## src/hdl/zffrle_pkg.sv

```systemverilog
`timescale 1ns / 1ps
// ----------------------------------------------------------------------------
// zffrle_pkg
// Shared types and constants of the zero / 0xFF run-length encoder.
// ----------------------------------------------------------------------------
package zffrle_pkg;

   // Width of the emitted-byte counter and of the length limit
   localparam int LengthBits = 16;

   // Depth of the queue between front and back
   localparam int QueueDepth = 4;
   localparam int QueuePtrBits = $clog2(QueueDepth);
   localparam int QueueCntBits = $clog2(QueueDepth + 1);

   // Most encoded bytes one request can cause
   localparam int MaxBytes = 4;

   // Byte values that form runs
   localparam logic [7:0] ZeroByte = 8'h00;
   localparam logic [7:0] FfByte = 8'hFF;

   // Register index of max_output_length
   localparam logic CsrMaxLenIdx = 1'b0;
   localparam logic [LengthBits-1:0] MaxLenReset = '1;

   // Kind of the pending run
   typedef enum logic [1:0] {
      RunNone = 2'd0,
      RunZero = 2'd1,
      RunFf   = 2'd2
   } run_kind_type;

   // One queue entry: all results that one request causes
   typedef struct packed {
      logic [MaxBytes-1:0][7:0] bytes;
      logic [2:0]               nbytes;
      logic                     status;
      logic                     last;
      logic                     overflow;
      logic [LengthBits-1:0]    block_length;
   } queue_entry_type;

endpackage

```

## src/hdl/zffrle_ifs.sv

```systemverilog
`timescale 1ns / 1ps
// ----------------------------------------------------------------------------
// zffrle request and response channels
// Valid/ready channels carrying raw input bytes and encoded result bytes.
// ----------------------------------------------------------------------------
interface zffrle_req_if;
   logic       valid;
   logic       ready;
   logic [7:0] data_byte;
   logic       last_byte;

   modport source(output valid, output data_byte, output last_byte, input ready);
   modport sink(input valid, input data_byte, input last_byte, output ready);
endinterface

interface zffrle_rsp_if;
   logic        valid;
   logic        ready;
   logic [7:0]  out_byte;
   logic        byte_valid;
   logic        last_of_item;
   logic        end_of_block;
   logic        overflow;
   logic [15:0] block_length;

   modport source(output valid, output out_byte, output byte_valid,
                  output last_of_item, output end_of_block, output overflow,
                  output block_length, input ready);
   modport sink(input valid, input out_byte, input byte_valid,
                input last_of_item, input end_of_block, input overflow,
                input block_length, output ready);
endinterface

```

## src/hdl/zero_ff_run_length_encoder.sv

```systemverilog
`timescale 1ns / 1ps
// ----------------------------------------------------------------------------
// zero_ff_run_length_encoder
// Run-length encoder for 0x00 and 0xFF bytes with an output length limit.
// ----------------------------------------------------------------------------
// Flow: an accepted request is written into the queue, and the back end
//   then loads its results into the response output register; a request
//   that only extends a run gives no result. One request per cycle while
//   the four-entry queue has room; one result per cycle while rsp is ready.
// Reset (synchronous): clears run state, counters, queue and response valid;
//   max_output_length returns to 65535.
module zero_ff_run_length_encoder (
   input  logic          clock,
   input  logic          reset,
   zffrle_req_if.sink    req_chan,
   zffrle_rsp_if.source  rsp_chan,
   input  logic          csr_psel,
   input  logic          csr_penable,
   input  logic          csr_pwrite,
   input  logic [2:0]    csr_paddr,
   input  logic [31:0]   csr_pwdata,
   output logic [31:0]   csr_prdata,
   output logic          csr_pready
);

   logic [zffrle_pkg::LengthBits-1:0] max_len_ff, max_len_in;
   logic csr_write;
   logic push;
   logic pop;
   logic queue_full;
   logic queue_empty;
   zffrle_pkg::queue_entry_type push_entry;
   zffrle_pkg::queue_entry_type head;

   // Register write and read
   assign csr_pready = 1'b1;
   assign csr_write = csr_psel && csr_penable && csr_pwrite && csr_pready &&
                      (csr_paddr[2] == zffrle_pkg::CsrMaxLenIdx);

   always_comb begin
      max_len_in = max_len_ff;
      if (csr_write) begin
         max_len_in = csr_pwdata[zffrle_pkg::LengthBits-1:0];
      end
      if (csr_paddr[2] == zffrle_pkg::CsrMaxLenIdx) begin
         csr_prdata = 32'(max_len_ff);
      end else begin
         csr_prdata = 32'd0;
      end
   end

   always_ff @(posedge clock) begin
      if (reset) begin
         max_len_ff <= zffrle_pkg::MaxLenReset;
      end else begin
         max_len_ff <= max_len_in;
      end
   end

   zffrle_front u_front (
      .clock      (clock),
      .reset      (reset),
      .req_chan   (req_chan),
      .max_len    (max_len_ff),
      .queue_full (queue_full),
      .push       (push),
      .entry      (push_entry)
   );

   zffrle_queue u_queue (
      .clock      (clock),
      .reset      (reset),
      .push       (push),
      .push_entry (push_entry),
      .pop        (pop),
      .head       (head),
      .full       (queue_full),
      .empty      (queue_empty)
   );

   zffrle_back u_back (
      .clock    (clock),
      .reset    (reset),
      .head     (head),
      .empty    (queue_empty),
      .pop      (pop),
      .rsp_chan (rsp_chan)
   );

endmodule

```

## src/hdl/zffrle_front.sv

```systemverilog
`timescale 1ns / 1ps
// ----------------------------------------------------------------------------
// zffrle_front
// Accepts input bytes, tracks the pending run and the output budget, and
// packs every byte a request causes into one queue entry.
// ----------------------------------------------------------------------------
module zffrle_front (
   input  logic                                clock,
   input  logic                                reset,
   zffrle_req_if.sink                          req_chan,
   input  logic [zffrle_pkg::LengthBits-1:0]   max_len,
   input  logic                                queue_full,
   output logic                                push,
   output zffrle_pkg::queue_entry_type         entry
);

   localparam int SumBits = zffrle_pkg::LengthBits + 1;

   zffrle_pkg::run_kind_type run_kind_ff, run_kind_in;
   logic [7:0] run_count_ff, run_count_in;
   logic [zffrle_pkg::LengthBits-1:0] emitted_ff, emitted_in;
   logic aborted_ff, aborted_in;

   logic accept;
   logic is_run;
   zffrle_pkg::run_kind_type kind;
   logic [7:0] pend_marker;
   logic [7:0] byte_b0;
   logic [7:0] cnt_next;
   logic flush_a;
   logic wrap;
   logic unit_b;
   logic [1:0] nb;
   logic [SumBits-1:0] ext_emit;
   logic [SumBits-1:0] ext_lim;
   logic [SumBits-1:0] sum_a;
   logic [SumBits-1:0] sum_b;
   logic [SumBits-1:0] sum_ab;
   logic emit_a;
   logic emit_b;
   logic abort_next;
   logic [zffrle_pkg::LengthBits-1:0] emitted_next;
   logic [2:0] nbytes;

   assign accept = req_chan.valid && req_chan.ready;
   assign req_chan.ready = !queue_full;

   // Classify the byte and work out the units it emits
   always_comb begin
      is_run = (req_chan.data_byte == zffrle_pkg::ZeroByte) ||
               (req_chan.data_byte == zffrle_pkg::FfByte);
      kind = (req_chan.data_byte == zffrle_pkg::FfByte) ? zffrle_pkg::RunFf
                                                        : zffrle_pkg::RunZero;
      pend_marker = (run_kind_ff == zffrle_pkg::RunZero) ? zffrle_pkg::ZeroByte
                                                         : zffrle_pkg::FfByte;
      // Old run flushes on a literal or on a change of run kind
      flush_a = !aborted_ff && (run_kind_ff != zffrle_pkg::RunNone) &&
                (!is_run || (run_kind_ff != kind));
      cnt_next = (flush_a ? 8'd0 : run_count_ff) + 8'd1;
      wrap = is_run && (cnt_next == 8'd0);
      // Second unit: literal, wrapped run or final run flush
      unit_b = !aborted_ff && (!is_run || wrap || req_chan.last_byte);
      nb = is_run ? 2'd2 : 2'd1;
      byte_b0 = req_chan.data_byte;

      // Check the budget for each combination in parallel
      ext_emit = {1'b0, emitted_ff};
      ext_lim = {1'b0, max_len};
      sum_a = ext_emit + SumBits'(2);
      sum_b = ext_emit + SumBits'(nb);
      sum_ab = sum_a + SumBits'(nb);
      emit_a = flush_a && (sum_a <= ext_lim);
      emit_b = unit_b && (flush_a ? (emit_a && (sum_ab <= ext_lim))
                                  : (sum_b <= ext_lim));
      abort_next = aborted_ff || (flush_a && !emit_a) || (unit_b && !emit_b);

      if (emit_a && emit_b) begin
         emitted_next = sum_ab[zffrle_pkg::LengthBits-1:0];
      end else if (emit_a) begin
         emitted_next = sum_a[zffrle_pkg::LengthBits-1:0];
      end else if (emit_b) begin
         emitted_next = sum_b[zffrle_pkg::LengthBits-1:0];
      end else begin
         emitted_next = emitted_ff;
      end

      nbytes = (emit_a ? 3'd2 : 3'd0) + (emit_b ? {1'b0, nb} : 3'd0);

      // Pack the entry: old run pair first, then the second unit
      entry = '0;
      if (emit_a) begin
         entry.bytes[0] = pend_marker;
         entry.bytes[1] = run_count_ff;
         entry.bytes[2] = byte_b0;
         entry.bytes[3] = cnt_next;
      end else begin
         entry.bytes[0] = byte_b0;
         entry.bytes[1] = cnt_next;
      end
      entry.nbytes = nbytes;
      entry.last = req_chan.last_byte;
      entry.status = req_chan.last_byte && (abort_next || (nbytes == 3'd0));
      entry.overflow = req_chan.last_byte && abort_next;
      entry.block_length = req_chan.last_byte ? emitted_next : '0;

      push = accept && ((nbytes != 3'd0) || req_chan.last_byte);
   end

   // Advance the run and budget state
   always_comb begin
      run_kind_in = run_kind_ff;
      run_count_in = run_count_ff;
      emitted_in = emitted_ff;
      aborted_in = aborted_ff;
      if (accept) begin
         if (req_chan.last_byte) begin
            run_kind_in = zffrle_pkg::RunNone;
            run_count_in = 8'd0;
            emitted_in = '0;
            aborted_in = 1'b0;
         end else begin
            emitted_in = emitted_next;
            aborted_in = abort_next;
            if (!aborted_ff) begin
               if (is_run && !wrap) begin
                  run_kind_in = kind;
                  run_count_in = cnt_next;
               end else begin
                  run_kind_in = zffrle_pkg::RunNone;
                  run_count_in = 8'd0;
               end
            end
         end
      end
   end

   always_ff @(posedge clock) begin
      if (reset) begin
         run_kind_ff <= zffrle_pkg::RunNone;
         run_count_ff <= 8'd0;
         emitted_ff <= '0;
         aborted_ff <= 1'b0;
      end else begin
         run_kind_ff <= run_kind_in;
         run_count_ff <= run_count_in;
         emitted_ff <= emitted_in;
         aborted_ff <= aborted_in;
      end
   end

   // An aborted block emits no further bytes
   assert property (@(posedge clock) disable iff (reset)
      accept && aborted_ff |-> nbytes == 3'd0)
      else $error("front: byte emitted after abort");

   // Emitted count stays within the limit while not aborted
   assert property (@(posedge clock) disable iff (reset)
      accept && !abort_next |-> emitted_next <= max_len || emitted_next == emitted_ff)
      else $error("front: budget exceeded without abort");

endmodule

```

## src/hdl/zffrle_queue.sv

```systemverilog
`timescale 1ns / 1ps
// ----------------------------------------------------------------------------
// zffrle_queue
// Short register queue of encoded entries between front and back.
// ----------------------------------------------------------------------------
module zffrle_queue (
   input  logic                         clock,
   input  logic                         reset,
   input  logic                         push,
   input  zffrle_pkg::queue_entry_type  push_entry,
   input  logic                         pop,
   output zffrle_pkg::queue_entry_type  head,
   output logic                         full,
   output logic                         empty
);

   zffrle_pkg::queue_entry_type slots_ff [zffrle_pkg::QueueDepth];
   logic [zffrle_pkg::QueuePtrBits-1:0] wr_ptr_ff, wr_ptr_in;
   logic [zffrle_pkg::QueuePtrBits-1:0] rd_ptr_ff, rd_ptr_in;
   logic [zffrle_pkg::QueueCntBits-1:0] count_ff, count_in;

   assign full = (count_ff == zffrle_pkg::QueueCntBits'(zffrle_pkg::QueueDepth));
   assign empty = (count_ff == '0);
   assign head = slots_ff[rd_ptr_ff];

   // Advance pointers and occupancy
   always_comb begin
      wr_ptr_in = wr_ptr_ff;
      rd_ptr_in = rd_ptr_ff;
      count_in = count_ff;
      if (push) begin
         wr_ptr_in = wr_ptr_ff + zffrle_pkg::QueuePtrBits'(1);
      end
      if (pop) begin
         rd_ptr_in = rd_ptr_ff + zffrle_pkg::QueuePtrBits'(1);
      end
      if (push && !pop) begin
         count_in = count_ff + zffrle_pkg::QueueCntBits'(1);
      end else if (pop && !push) begin
         count_in = count_ff - zffrle_pkg::QueueCntBits'(1);
      end
   end

   always_ff @(posedge clock) begin
      if (reset) begin
         wr_ptr_ff <= '0;
         rd_ptr_ff <= '0;
         count_ff <= '0;
      end else begin
         wr_ptr_ff <= wr_ptr_in;
         rd_ptr_ff <= rd_ptr_in;
         count_ff <= count_in;
      end
   end

   // Store entries
   always_ff @(posedge clock) begin
      if (push) begin
         slots_ff[wr_ptr_ff] <= push_entry;
      end
   end

   assert property (@(posedge clock) disable iff (reset) push |-> !full)
      else $error("queue: push while full");

   assert property (@(posedge clock) disable iff (reset) pop |-> !empty)
      else $error("queue: pop while empty");

endmodule

```

## src/hdl/zffrle_back.sv

```systemverilog
`timescale 1ns / 1ps
// ----------------------------------------------------------------------------
// zffrle_back
// Walks the head queue entry into the response output register, one result
// per cycle while the output register is free or its result is taken.
// ----------------------------------------------------------------------------
module zffrle_back (
   input  logic                         clock,
   input  logic                         reset,
   input  zffrle_pkg::queue_entry_type  head,
   input  logic                         empty,
   output logic                         pop,
   zffrle_rsp_if.source                 rsp_chan
);

   logic [1:0] sub_ff, sub_in;
   logic rsp_valid_ff, rsp_valid_in;
   logic [7:0] out_byte_ff, out_byte_in;
   logic byte_valid_ff, byte_valid_in;
   logic last_of_item_ff, last_of_item_in;
   logic end_of_block_ff, end_of_block_in;
   logic overflow_ff, overflow_in;
   logic [15:0] block_length_ff, block_length_in;

   logic load;
   logic take;
   logic [2:0] total;
   logic final_res;
   logic is_byte;

   // Pick the current result of the head entry
   always_comb begin
      load = !rsp_valid_ff || rsp_chan.ready;
      take = load && !empty;
      total = head.nbytes + {2'b00, head.status};
      final_res = ({1'b0, sub_ff} == (total - 3'd1));
      is_byte = ({1'b0, sub_ff} < head.nbytes);
      pop = take && final_res;

      sub_in = sub_ff;
      rsp_valid_in = rsp_valid_ff;
      out_byte_in = out_byte_ff;
      byte_valid_in = byte_valid_ff;
      last_of_item_in = last_of_item_ff;
      end_of_block_in = end_of_block_ff;
      overflow_in = overflow_ff;
      block_length_in = block_length_ff;
      if (load) begin
         rsp_valid_in = !empty;
      end
      if (take) begin
         sub_in = final_res ? 2'd0 : sub_ff + 2'd1;
         out_byte_in = is_byte ? head.bytes[sub_ff] : 8'd0;
         byte_valid_in = is_byte;
         last_of_item_in = final_res;
         end_of_block_in = final_res && head.last;
         overflow_in = final_res && head.overflow;
         block_length_in = (final_res && head.last) ? head.block_length : 16'd0;
      end
   end

   always_ff @(posedge clock) begin
      if (reset) begin
         sub_ff <= 2'd0;
         rsp_valid_ff <= 1'b0;
      end else begin
         sub_ff <= sub_in;
         rsp_valid_ff <= rsp_valid_in;
      end
   end

   // Hold payload in the output register
   always_ff @(posedge clock) begin
      out_byte_ff <= out_byte_in;
      byte_valid_ff <= byte_valid_in;
      last_of_item_ff <= last_of_item_in;
      end_of_block_ff <= end_of_block_in;
      overflow_ff <= overflow_in;
      block_length_ff <= block_length_in;
   end

   assign rsp_chan.valid = rsp_valid_ff;
   assign rsp_chan.out_byte = out_byte_ff;
   assign rsp_chan.byte_valid = byte_valid_ff;
   assign rsp_chan.last_of_item = last_of_item_ff;
   assign rsp_chan.end_of_block = end_of_block_ff;
   assign rsp_chan.overflow = overflow_ff;
   assign rsp_chan.block_length = block_length_ff;

   // Block end always closes the request's results
   assert property (@(posedge clock) disable iff (reset)
      rsp_valid_ff && end_of_block_ff |-> last_of_item_ff)
      else $error("back: end of block not on last result");

   // Overflow is only flagged at block end
   assert property (@(posedge clock) disable iff (reset)
      rsp_valid_ff && overflow_ff |-> end_of_block_ff && !byte_valid_ff)
      else $error("back: overflow outside status result");

endmodule

```

## src/flat_wrapper.sv

```systemverilog
// flat-port wrapper written by rule: the top's interface ports become plain ports
module zero_ff_run_length_encoder_flat 
  (clock, reset, csr_psel, csr_penable, csr_pwrite, csr_paddr, csr_pwdata, csr_prdata, csr_pready, req_chan_valid, req_chan_data_byte, req_chan_last_byte, req_chan_ready, rsp_chan_valid, rsp_chan_out_byte, rsp_chan_byte_valid, rsp_chan_last_of_item, rsp_chan_end_of_block, rsp_chan_overflow, rsp_chan_block_length, rsp_chan_ready);
  zffrle_req_if req_chan_i ();
  zffrle_rsp_if rsp_chan_i ();
  input  logic clock;
  input  logic reset;
  input  logic csr_psel;
  input  logic csr_penable;
  input  logic csr_pwrite;
  input  logic [2:0] csr_paddr;
  input  logic [31:0] csr_pwdata;
  output logic [31:0] csr_prdata;
  output logic csr_pready;
  input wire logic [$bits(req_chan_i.valid)-1:0] req_chan_valid;
  input wire logic [$bits(req_chan_i.data_byte)-1:0] req_chan_data_byte;
  input wire logic [$bits(req_chan_i.last_byte)-1:0] req_chan_last_byte;
  output wire logic [$bits(req_chan_i.ready)-1:0] req_chan_ready;
  output wire logic [$bits(rsp_chan_i.valid)-1:0] rsp_chan_valid;
  output wire logic [$bits(rsp_chan_i.out_byte)-1:0] rsp_chan_out_byte;
  output wire logic [$bits(rsp_chan_i.byte_valid)-1:0] rsp_chan_byte_valid;
  output wire logic [$bits(rsp_chan_i.last_of_item)-1:0] rsp_chan_last_of_item;
  output wire logic [$bits(rsp_chan_i.end_of_block)-1:0] rsp_chan_end_of_block;
  output wire logic [$bits(rsp_chan_i.overflow)-1:0] rsp_chan_overflow;
  output wire logic [$bits(rsp_chan_i.block_length)-1:0] rsp_chan_block_length;
  input wire logic [$bits(rsp_chan_i.ready)-1:0] rsp_chan_ready;
  assign req_chan_i.valid = req_chan_valid;
  assign req_chan_i.data_byte = req_chan_data_byte;
  assign req_chan_i.last_byte = req_chan_last_byte;
  assign req_chan_ready = req_chan_i.ready;
  assign rsp_chan_valid = rsp_chan_i.valid;
  assign rsp_chan_out_byte = rsp_chan_i.out_byte;
  assign rsp_chan_byte_valid = rsp_chan_i.byte_valid;
  assign rsp_chan_last_of_item = rsp_chan_i.last_of_item;
  assign rsp_chan_end_of_block = rsp_chan_i.end_of_block;
  assign rsp_chan_overflow = rsp_chan_i.overflow;
  assign rsp_chan_block_length = rsp_chan_i.block_length;
  assign rsp_chan_i.ready = rsp_chan_ready;
  zero_ff_run_length_encoder u_core (.clock(clock), .reset(reset), .req_chan(req_chan_i), .rsp_chan(rsp_chan_i), .csr_psel(csr_psel), .csr_penable(csr_penable), .csr_pwrite(csr_pwrite), .csr_paddr(csr_paddr), .csr_pwdata(csr_pwdata), .csr_prdata(csr_prdata), .csr_pready(csr_pready));
endmodule
```

## config.mk

```make
export PLATFORM = sky130hd
export DESIGN_NAME = zero_ff_run_length_encoder_flat
export DESIGN_NICKNAME = d
export VERILOG_FILES = /design/src/hdl/zffrle_pkg.sv /design/src/hdl/zffrle_ifs.sv /design/src/hdl/zero_ff_run_length_encoder.sv /design/src/hdl/zffrle_front.sv /design/src/hdl/zffrle_queue.sv /design/src/hdl/zffrle_back.sv /design/src/flat_wrapper.sv
export SDC_FILE = /design/constraint.sdc
export NUM_CORES = 1
export LEC_CHECK = 0
export ABC_AREA = 0
export BUFFER_PORTS_ARGS = -buffer_cell sky130_fd_sc_hd__buf_4
export CELL_PAD_IN_SITES_DETAIL_PLACEMENT = 0
export CELL_PAD_IN_SITES_GLOBAL_PLACEMENT = 2
export CORE_MARGIN = 2
export CORE_UTILIZATION = 45
export DETAILED_ROUTE_END_ITERATION = 8
export PLACE_DENSITY_LB_ADDON = 0.1
export SYNTH_ARGS = -nofsm -noshare
export SYNTH_HDL_FRONTEND = slang
export SYNTH_SLANG_ARGS = --single-unit
```

## constraint.sdc

```tcl
create_clock -name clock -period 22.4 [get_ports clock]
set_input_delay 3.36 -clock clock [delete_from_list [all_inputs] [get_ports clock]]
set_output_delay 3.36 -clock clock [all_outputs]
set_load 0.01 [all_outputs]
```

# After elaboration in Yosys (flattened, before gate mapping)
# Memories as Yosys holds them, arrays and structs flattened. A register that Yosys moved wholly into a read port is not among the register bits.
# Cells that the tools add are included.
word_totals:
  inputBits: 51
  output_inout_bits: 63
  mem_count: 1
  ram_bits: 216
  regBits: 81
  wordCells: 123
classes:
  eq_ne: 6
  magnitude_cmp: 5
  n_addsub: 12
  n_reduce_logical: 51
  bitwise: 1
  mux: 31
mem_list:
  columns: ["memory", "words", "word_bits", "read_ports", "rd_ports_with_merged_regs", "wr", "line_no", "source"]
  rows:
  - ["u_core.u_queue.slots_ff", 4, 54, 1, 1, 1, "zffrle_queue.sv:17", "zffrle_pkg::queue_entry_type slots_ff [zffrle_pkg::QueueDepth];"]
ops:
  columns: ["operator", "count"]
  rows:
  - ["2-to-1 mux 16 bit", 8]
  - ["less-or-equal comparator 17 x 16 -> 1 bit", 3]
  - ["2-to-1 mux 8 bit", 6]
  - ["logical AND 1 bit", 24]
  - ["2-to-1 mux 2 bit", 10]
  - ["adder 16 x 2 -> 17 bit", 1]
  - ["adder 16 x 2 -> 17 bit (second input constant)", 1]
  - ["adder 17 x 2 -> 17 bit", 1]
  - ["binary-select mux 8 bit (select 2 bit)", 1]
  - ["logical NOT 8 bit", 2]
  - ["logical NOT 1 bit", 10]
  - ["logical OR 1 bit", 9]
  - ["adder 8 x 1 -> 8 bit (second input constant)", 1]
  - ["== test 8 bit (second input constant)", 1]
  - ["adder 2 x 1 -> 2 bit (second input constant)", 3]
  - ["logical NOT 3 bit", 2]
  - ["2-to-1 mux 3 bit", 2]
  - ["subtractor 3 x 1 -> 3 bit (second input constant)", 2]
  - ["2-to-1 mux 1 bit", 4]
  - ["nonzero test 2 bit", 2]
  - ["adder 2 x 2 -> 3 bit", 1]
  - ["adder 3 x 1 -> 3 bit", 1]
  - ["adder 3 x 1 -> 3 bit (second input constant)", 1]
  - ["== test 2 x 3 -> 1 bit", 1]
  - ["9 further kinds", 9]

# Longest topological paths before layout
# Gate-level depths: netlist of the first run.
logic_depth:
  word_depth: 22
  mapped_depth: 31
  mapped_depth_nobuf: 29

# Modules after synthesis
# From an unflattened synthesis of the first run, not the netlist that was laid out.
unflattened:
  hier_cells: 1200
  hier_area_um2: 15403.5
modules_own_cells:
  columns: ["mod", "seq_area_each_um2", "area_each_um2", "cells_each", "n_inst"]
  rows:
  - ["zffrle_queue", 6666.4, 8287.9, 326, 1]
  - ["zffrle_front", 540.5, 4733.3, 671, 1]
  - ["zffrle_back", 900.9, 1475.2, 97, 1]
  - ["zero_ff_run_length_encoder", 320.3, 907.1, 106, 1]

# Worst setup path after synthesis of the first run
# Ideal clock, no wire load.
synth_path:
  path_kind: "input to register"
  startpoint: "input req_chan_data_byte[0]"
  endpoint: "memory u_core.u_queue.slots_ff[0][0] in the netlist's numbering, enable pin"
  setup_ns: 0.417
  n_path_buf: 2
  arrival_time_ns: 9.681
  stages: 26
  path_slack_ns: 12.301
  required_time_ns: 21.983
  path_cell_list: "or4_1 > nor2_1 > or2_2 > inv_1 > ha_1 > fa_1 > and3_1 > buf_2 > nand2_1 > nor3_1 > nand3_1 > xnor2_1 > ha_1 > nand4_1 > nor2_1 > a2111oi_0 > o2111ai_1 > a211oi_4 > and2_1 > buf_4 > nor2_2 > nor2_1 > ha_1 > nor2_1 > a31oi_4 > and2_1"
synth_rtl:
  columns: ["element", "line_no", "source"]
  rows:
  - ["start: declaration", "flat_wrapper.sv:16", "input wire logic [$bits(req_chan_i.data_byte)-1:0] req_chan_data_byte;"]
  - ["end: declaration", "zffrle_queue.sv:17", null]

==> flow_summary.json, run 1 <==
{
  "grt_pass1_wl_um": 61800,
  "async_reset_ff_share_pct": 0,
  "final_cells": 1839,
  "cts_tree": "done",
  "synth_area_per_cell_um2": 12.2,
  "seq_area_frac_synth_pct": 53.7,
  "placed_cell_area_um2": 16600,
  "wl_per_cell_um": 21.7,
  "grt.busiest_layer": "met2",
  "synth_top_area_cell": "edfxtp_1",
  "avgViaCountPerCell": 5.73,
  "drtAntennaViolNets": 0,
  "dpl.hpwl_um": 27200,
  "met3_usage_pct": 3.57,
  "initialDrtViolationCount": 843,
  "worstSetupPathType": "primary input to flip-flop",
  "routed_wl_um": 39800,
  "finalInstanceArea_um2": 17700,
  "clkSinkCount": 299,
  "power_density_nw_per_um2": 89.8,
  "leakage_nw": 6.51,
  "h-tree-depth": 2,
  "use_met1_pct": 33.4,
  "grt_max_degree": 55,
  "final_common_cell": "edfxtp_1",
  "initial_core_util_pct": 45.5,
  "synth_xor_xnor_area_share_pct": 3.40,
  "dr.pass1.iters": 6,
  "cts_inserted_buffers": 34,
  "yosys_most_used_dff": "edfxtp_1",
  "die_y_um": 191,
  "cts_root_buffer": "clkbuf_16",
  "end_kind": "flip-flop",
  "cts_buffer_depth": 3,
  "yosysWarnings": 0,
  "finalClockSkew_ns": 0.0218,
  "via_count": 10500,
  "die_w_um": 191,
  "status": "complete, no violations",
  "syn_to_final_growth_pct": 12.9,
  "drive_gt1_share_pct": 17.6,
  "place.port_buffers": 78,
  "syn_area_um2": 15700,
  "synth_seq_cells": 299,
  "dp_cells": 1776,
  "grt_use_met2_pct": 34.4,
  "synth_compound_area_share_pct": 10.7,
  "relSlewSlack_pct": 31.3,
  "required_ns": 22.55,
  "cp_slowest_cell": "a211oi_4",
  "fin_crit_ns": 11.53,
  "core_area_um2": 34500,
  "grt_setup_unrepaired": "false",
  "grt.total_usage_pct": 22.4,
  "vdd_drop_max_uv": 63.6,
  "ctsResizeCount": 0,
  "ys_types": 83,
  "cts_setup_buffers": 0,
  "cpMostUsedCell": "nor2_1",
  "setup_violations": 0,
  "fmax_mhz": 86.7,
  "fin_crit_sh_pct": 51.5,
  "clkSlewWorstSetupHoldPaths_ns": 0.06,
  "pin_count": 114,
  "final_cell_mix": "edfxtp_1, nor2_1, buf_4",
  "place_congestion": 0.899,
  "setup_slack_ns": 10.87,
  "arrival_ns": 11.68,
  "dieArea_um2": 36400,
  "hp-class": "flip-flop to flip-flop",
  "grt_pass1_vias": 10300,
  "synth_top_family_by_area": "simple AND/OR/NAND/NOR gates",
  "cts_hold_buf": 0,
  "tightest_slew_ns": 1.03,
  "start_kind": "primary input",
  "synth-edff-count": 244,
  "grt_overflow": 0,
  "synth-simple-area-share_pct": 13.1,
  "synthAdderAreaFrac_pct": 5.25,
  "critPathMaxStageDelay_ns": 0.71,
  "rows": 68,
  "maxCapViolations": 0,
  "drv_slew": 0,
  "muxShareOfSynthArea_pct": 9.37,
  "fin_nets": 1472,
  "crit_fanout": 31,
  "drc": 0,
  "finalHoldViolCount": 0,
  "antenna_found_initial": 1,
  "synth_top_area_share_pct": 46.7,
  "post-place-ws_ns": 10.35,
  "fin_tns_setup_ns": 0,
  "syn_inst": 1286,
  "worstSkewPairLatency_ns": 0.52,
  "netlist_top_cells_area": "edfxtp_1, mux4_2, dfxtp_1"
}
==> state kept, by name, summed over array words and instances (netlist names), 2 cells and up, named ones only <==
signal	flops
u_core.u_queue.slots_ff	216
u_core.u_queue.count_ff	3
u_core.u_back.sub_ff	2
u_core.u_front.run_count_ff	8
u_core.u_back.rsp_chan.block_length	16
u_core.max_len_ff	16
u_core.u_queue.wr_ptr_ff	2
u_core.u_back.rsp_chan.out_byte	8
u_core.u_queue.rd_ptr_ff	2
u_core.u_front.run_kind_ff	2
u_core.u_front.emitted_ff	16
==> through the flow <==
stage               total power, mW  util (%)  hold WS [ns]
finish                         1.59      51.4         0.486
global route                   1.67      51.4         0.506
CTS                            1.61      51.4         0.485
detailed placement             1.09      48.3         0.474
global placement               1.08      48.3         0.466
floorplan                     0.963         -         0.457
==> cells in the mapped netlist, types with 10 or more instances <==
library cell  number
edfxtp_1         244
nor2_1            98
nand2_1           70
a21oi_1           62
mux4_2            62
ha_1              61
inv_1             56
dfxtp_1           55
clkbuf_1          45
o21ai_0           42
nand3_1           40
xnor2_1           37
and3_1            27
nor3_1            26
buf_4             23
and2_1            22
o211ai_1          22
xor2_1            22
buf_2             19
nand4_1           16
nor2b_1           14
a31oi_1           13
nor4_1            13
a211oi_1          12
a211o_1           11
o21a_1            10
==> final timing paths <==
check	startpoint	to	slack, ns	depth (start not counted)
min reg2reg	u_core.u_back.rsp_chan.valid$_SDFFE_PP0P_	u_core.u_back.rsp_chan.valid$_SDFFE_PP0P_	0.49	2
max	req_chan_data_byte[6]	u_core.u_queue.slots_ff[3][14]$_DFFE_PP_	10.87	27
min	u_core.u_back.rsp_chan.valid$_SDFFE_PP0P_	u_core.u_back.rsp_chan.valid$_SDFFE_PP0P_	0.49	2
max reg2reg	u_core.u_front.emitted_ff[1]$_SDFFE_PP0P_	u_core.u_queue.slots_ff[3][14]$_DFFE_PP_	13.88	23
==> layer usage <==
| layer | wire length (um) | vias to the layer above | share of wire (%) |
|---|---|---|---|
| li1 | - | 5001 | - |
| met1 | 18800 | 5152 | 47 |
| met2 | 17800 | 315 | 45 |
| met3 | 2290 | 64 | 5.7 |
| met4 | 874 | 0 | 2.2 |
| met5 | 0 | - | 0 |
==> cells by family (layout without fill, tap and decap cells) <==
kind of cell	after synthesis	in the layout
AND/OR/NAND/NOR	390	390
flip-flops	299	299
AO/OA/AOI/OAI	249	249
buffers and inverters	153	215
multiplexers	69	69
adder cells (fa/ha/maj)	64	64
XOR/XNOR	60	60
other	2	38
==> report_power, final <==
part,total (mW),internal (mW),switching (mW)
logic,0.331,0.159,0.173
registers,0.734,0.693,0.0405
clock network,0.525,0.303,0.221
total,1.59,1.16,0.434
==> area by class of cell <==
class | instances | area, um2
fillers | 3057 | 16800
flip-flops and latches | 299 | 8430
repair buffers | 95 | 713
inverters | 58 | 218
clock inverters | 15 | 98.8
well taps | 455 | 569
diodes | 1 | 2.50
clock buffers | 47 | 961
multi-input cells | 869 | 6710
==> critical path, delay by kind of cell <==
family          cells  cell delay, ns
buf+inv             4            1.14
compound gates      4            1.82
simple gates       14            3.77
fa+ha+maj           4            1.17
xor+xnor            1            0.38
Power figures use the tool's default switching activity.
==> run 2: changes to the inputs <==
--- a/config.mk
+++ b/config.mk
@@ -5,12 +5,12 @@
 export SDC_FILE = /design/constraint.sdc
 export NUM_CORES = 1
 export LEC_CHECK = 0
-export ABC_AREA = 0
+export ABC_AREA = 1
 export BUFFER_PORTS_ARGS = -buffer_cell sky130_fd_sc_hd__buf_4
 export CELL_PAD_IN_SITES_DETAIL_PLACEMENT = 0
 export CELL_PAD_IN_SITES_GLOBAL_PLACEMENT = 2
 export CORE_MARGIN = 2
-export CORE_UTILIZATION = 45
+export CORE_UTILIZATION = 35
 export DETAILED_ROUTE_END_ITERATION = 8
 export PLACE_DENSITY_LB_ADDON = 0.1
 export SYNTH_ARGS = -nofsm -noshare
==> constraint.sdc (replaced) <==
create_clock -name clock -period 9.98 [get_ports clock]
set_input_delay 1.497 -clock clock [delete_from_list [all_inputs] [get_ports clock]]
set_output_delay 1.497 -clock clock [all_outputs]
set_load 0.01 [all_outputs]
==> run 2 against run 1 <==
- via count is 5.5% higher
- combinational power grew to 2.6 times the previous value
- utilization is 10 points lower
- non-clock buffer count stayed put
- critical path type unchanged
==> flow_summary.json, run 2 <==
{
  "seq_area_frac_synth_pct": 55.3,
  "post-place-ws_ns": 1.47,
  "h-tree-depth": 2,
  "synth_top_area_share_pct": 48.1,
  "syn_area_um2": 15200,
  "final_cell_mix": "edfxtp_1, nor2_1, nand2_1",
  "antenna_cells": 0,
  "finalInstanceArea_um2": 17600,
  "start_kind": "primary input",
  "netlist_top_cells_area": "edfxtp_1, dfxtp_1, nor2_1",
  "grt_max_degree": 69,
  "drive_gt1_share_pct": 12.1,
  "die_y_um": 213,
  "clkSinkCount": 299,
  "cts_root_buffer": "clkbuf_16",
  "die_w_um": 213,
  "fin_crit_ns": 7.85,
  "tightest_slew_ns": 1.12,
  "cts_setup_buffers": 0,
  "fmax_mhz": 127,
  "setup_violations": 0,
  "critPathMaxStageDelay_ns": 0.37,
  "place_congestion": 0.795,
  "ys_types": 48,
  "final.fill_count": 4246,
  "dieArea_um2": 45200,
  "dr.pass1.iters": 5,
  "grt.total_usage_pct": 19.0,
  "crit_fanout": 32,
  "yosys_most_used_dff": "edfxtp_1",
  "worstSkewPairLatency_ns": 0.54,
  "worstSetupPathType": "primary input to flip-flop",
  "dpl.hpwl_um": 27400,
  "synth_top_area_cell": "edfxtp_1",
  "netlist_top_cells_count": "nor2_1, edfxtp_1, nand2_1, inv_1, o21ai_0",
  "ctsResizeCount": 0,
  "dp_cells": 2230,
  "leakage_nw": 6.94,
  "wl_met2_um": 18200,
  "setup_slack_ns": 2.13,
  "utilization_pct": 41.1,
  "grt_overflow": 0,
  "drc": 0,
  "syn_inst": 1608,
  "fin_tns_setup_ns": 0,
  "grt_pass1_wl_um": 64500,
  "synth_most_common_cell": "nor2_1",
  "grt_setup_unrepaired": "false",
  "routed_wl_um": 42000,
  "final_common_cell": "edfxtp_1",
  "wl_met3_um": 1810,
  "cts_tree": "done",
  "placed_cell_area_um2": 16400,
  "initial_core_util_pct": 35.4,
  "rows": 76,
  "synth_area_per_cell_um2": 9.48,
  "arrival_ns": 8.27,
  "core_area_um2": 43000,
  "syn_to_final_growth_pct": 15.8,
  "synth_seq_cells": 299,
  "relSlewSlack_pct": 25.4,
  "async_reset_ff_share_pct": 0,
  "cts_buffer_depth": 3,
  "required_ns": 10.40,
  "power_density_nw_per_um2": 217,
  "via_count": 11100,
  "clkSlewWorstSetupHoldPaths_ns": 0.05,
  "avgViaCountPerCell": 4.84,
  "yosysWarnings": 0,
  "status": "complete, no violations",
  "met1_length_um": 21300,
  "synth-edff-count": 244,
  "initialDrtViolationCount": 638,
  "largest_reg_flops": 216,
  "finalHoldViolCount": 0,
  "vdd_drop_max_uv": 128,
  "top_register": "u_core.u_queue.slots_ff",
  "maxCapViolations": 0,
  "end_kind": "flip-flop",
  "critPathBufInv": 8,
  "final_cells": 2296,
  "wl_per_cell_um": 18.3,
  "top_layer_used": "met4",
  "fin_crit_sh_pct": 78.6,
  "cts_hold_buf": 0,
  "cp_slowest_cell": "fa_1",
  "pin_count": 114,
  "fin_nets": 1798,
  "hp-class": "flip-flop to flip-flop",
  "drv_slew": 0,
  "grt_pass1_vias": 10800,
  "drtAntennaViolNets": 0,
  "place.port_buffers": 78,
  "antenna_found_initial": 0,
  "cp_top_family": "simple AND/OR/NAND/NOR gates",
  "cpMostUsedCell": "nand2_1",
  "cts_inserted_buffers": 36,
  "finalClockSkew_ns": 0.0116
}
## run 2: final timing paths
check | start | endpoint | slack, ns | cells after the start
worst max-delay path | req_chan_data_byte[5] | u_core.u_queue.count_ff[2]$_SDFFE_PP0P_ | 2.13 | 44
worst min-delay path | u_core.u_front.run_kind_ff[0]$_SDFFE_PP0P_ | u_core.u_front.run_kind_ff[0]$_SDFFE_PP0P_ | 0.47 | 2
worst min register to register | u_core.u_front.run_kind_ff[0]$_SDFFE_PP0P_ | u_core.u_front.run_kind_ff[0]$_SDFFE_PP0P_ | 0.47 | 2
worst max register to register | u_core.u_front.emitted_ff[1]$_SDFFE_PP0P_ | u_core.u_queue.count_ff[2]$_SDFFE_PP0P_ | 3.38 | 38
## run 2: tightest hold or removal path, cell delays in order (launching register included)
cell and delay (ns):
dfxtp_1 0.31, nand2_1 0.06, a21oi_1 0.05
## run 2: cell families after synthesis
logic type,share of synthesized area (%)
xor+xnor,2.14
simple gates,18.5
buf+inv,7.30
fa+ha+maj,5.40
compound gates,11.3
flops,55.3
other cells,0.0493
## run 2: area by class of cell
| type | instances | area [um2] | share of cell area [%] |
|---|---|---|---|
| clock inverter | 18 | 185 | 1.05 |
| clock buffer | 48 | 1020 | 5.77 |
| tap | 585 | 732 | 4.15 |
| multi-input combinational | 1084 | 5870 | 33.3 |
| inverter | 167 | 627 | 3.55 |
| sequential | 299 | 8430 | 47.8 |
| timing repair buffer | 95 | 776 | 4.40 |
## run 2: layer usage
layer / GRT usage, % / vias up
met2: 29.4 / 217
met1: 27.9 / 5231
li1: - / 5619
met4: 4.10 / 0
met3: 3.04 / 40
met5: 0 / -
## run 2: per-stage QoR
stage               total power [mW]  hold slack, ns
finish                          3.83           0.467
CTS                             3.89           0.469
global route                    4.04           0.491
floorplan                       2.18           0.445
global placement                2.54           0.457
detailed placement              2.55           0.461
## run 2: power by group
group | switching [mW] | internal, mW | total (mW)
combinational | 0.591 | 0.282 | 0.872
sequential | 0.0765 | 1.56 | 1.63
clock | 0.519 | 0.800 | 1.32
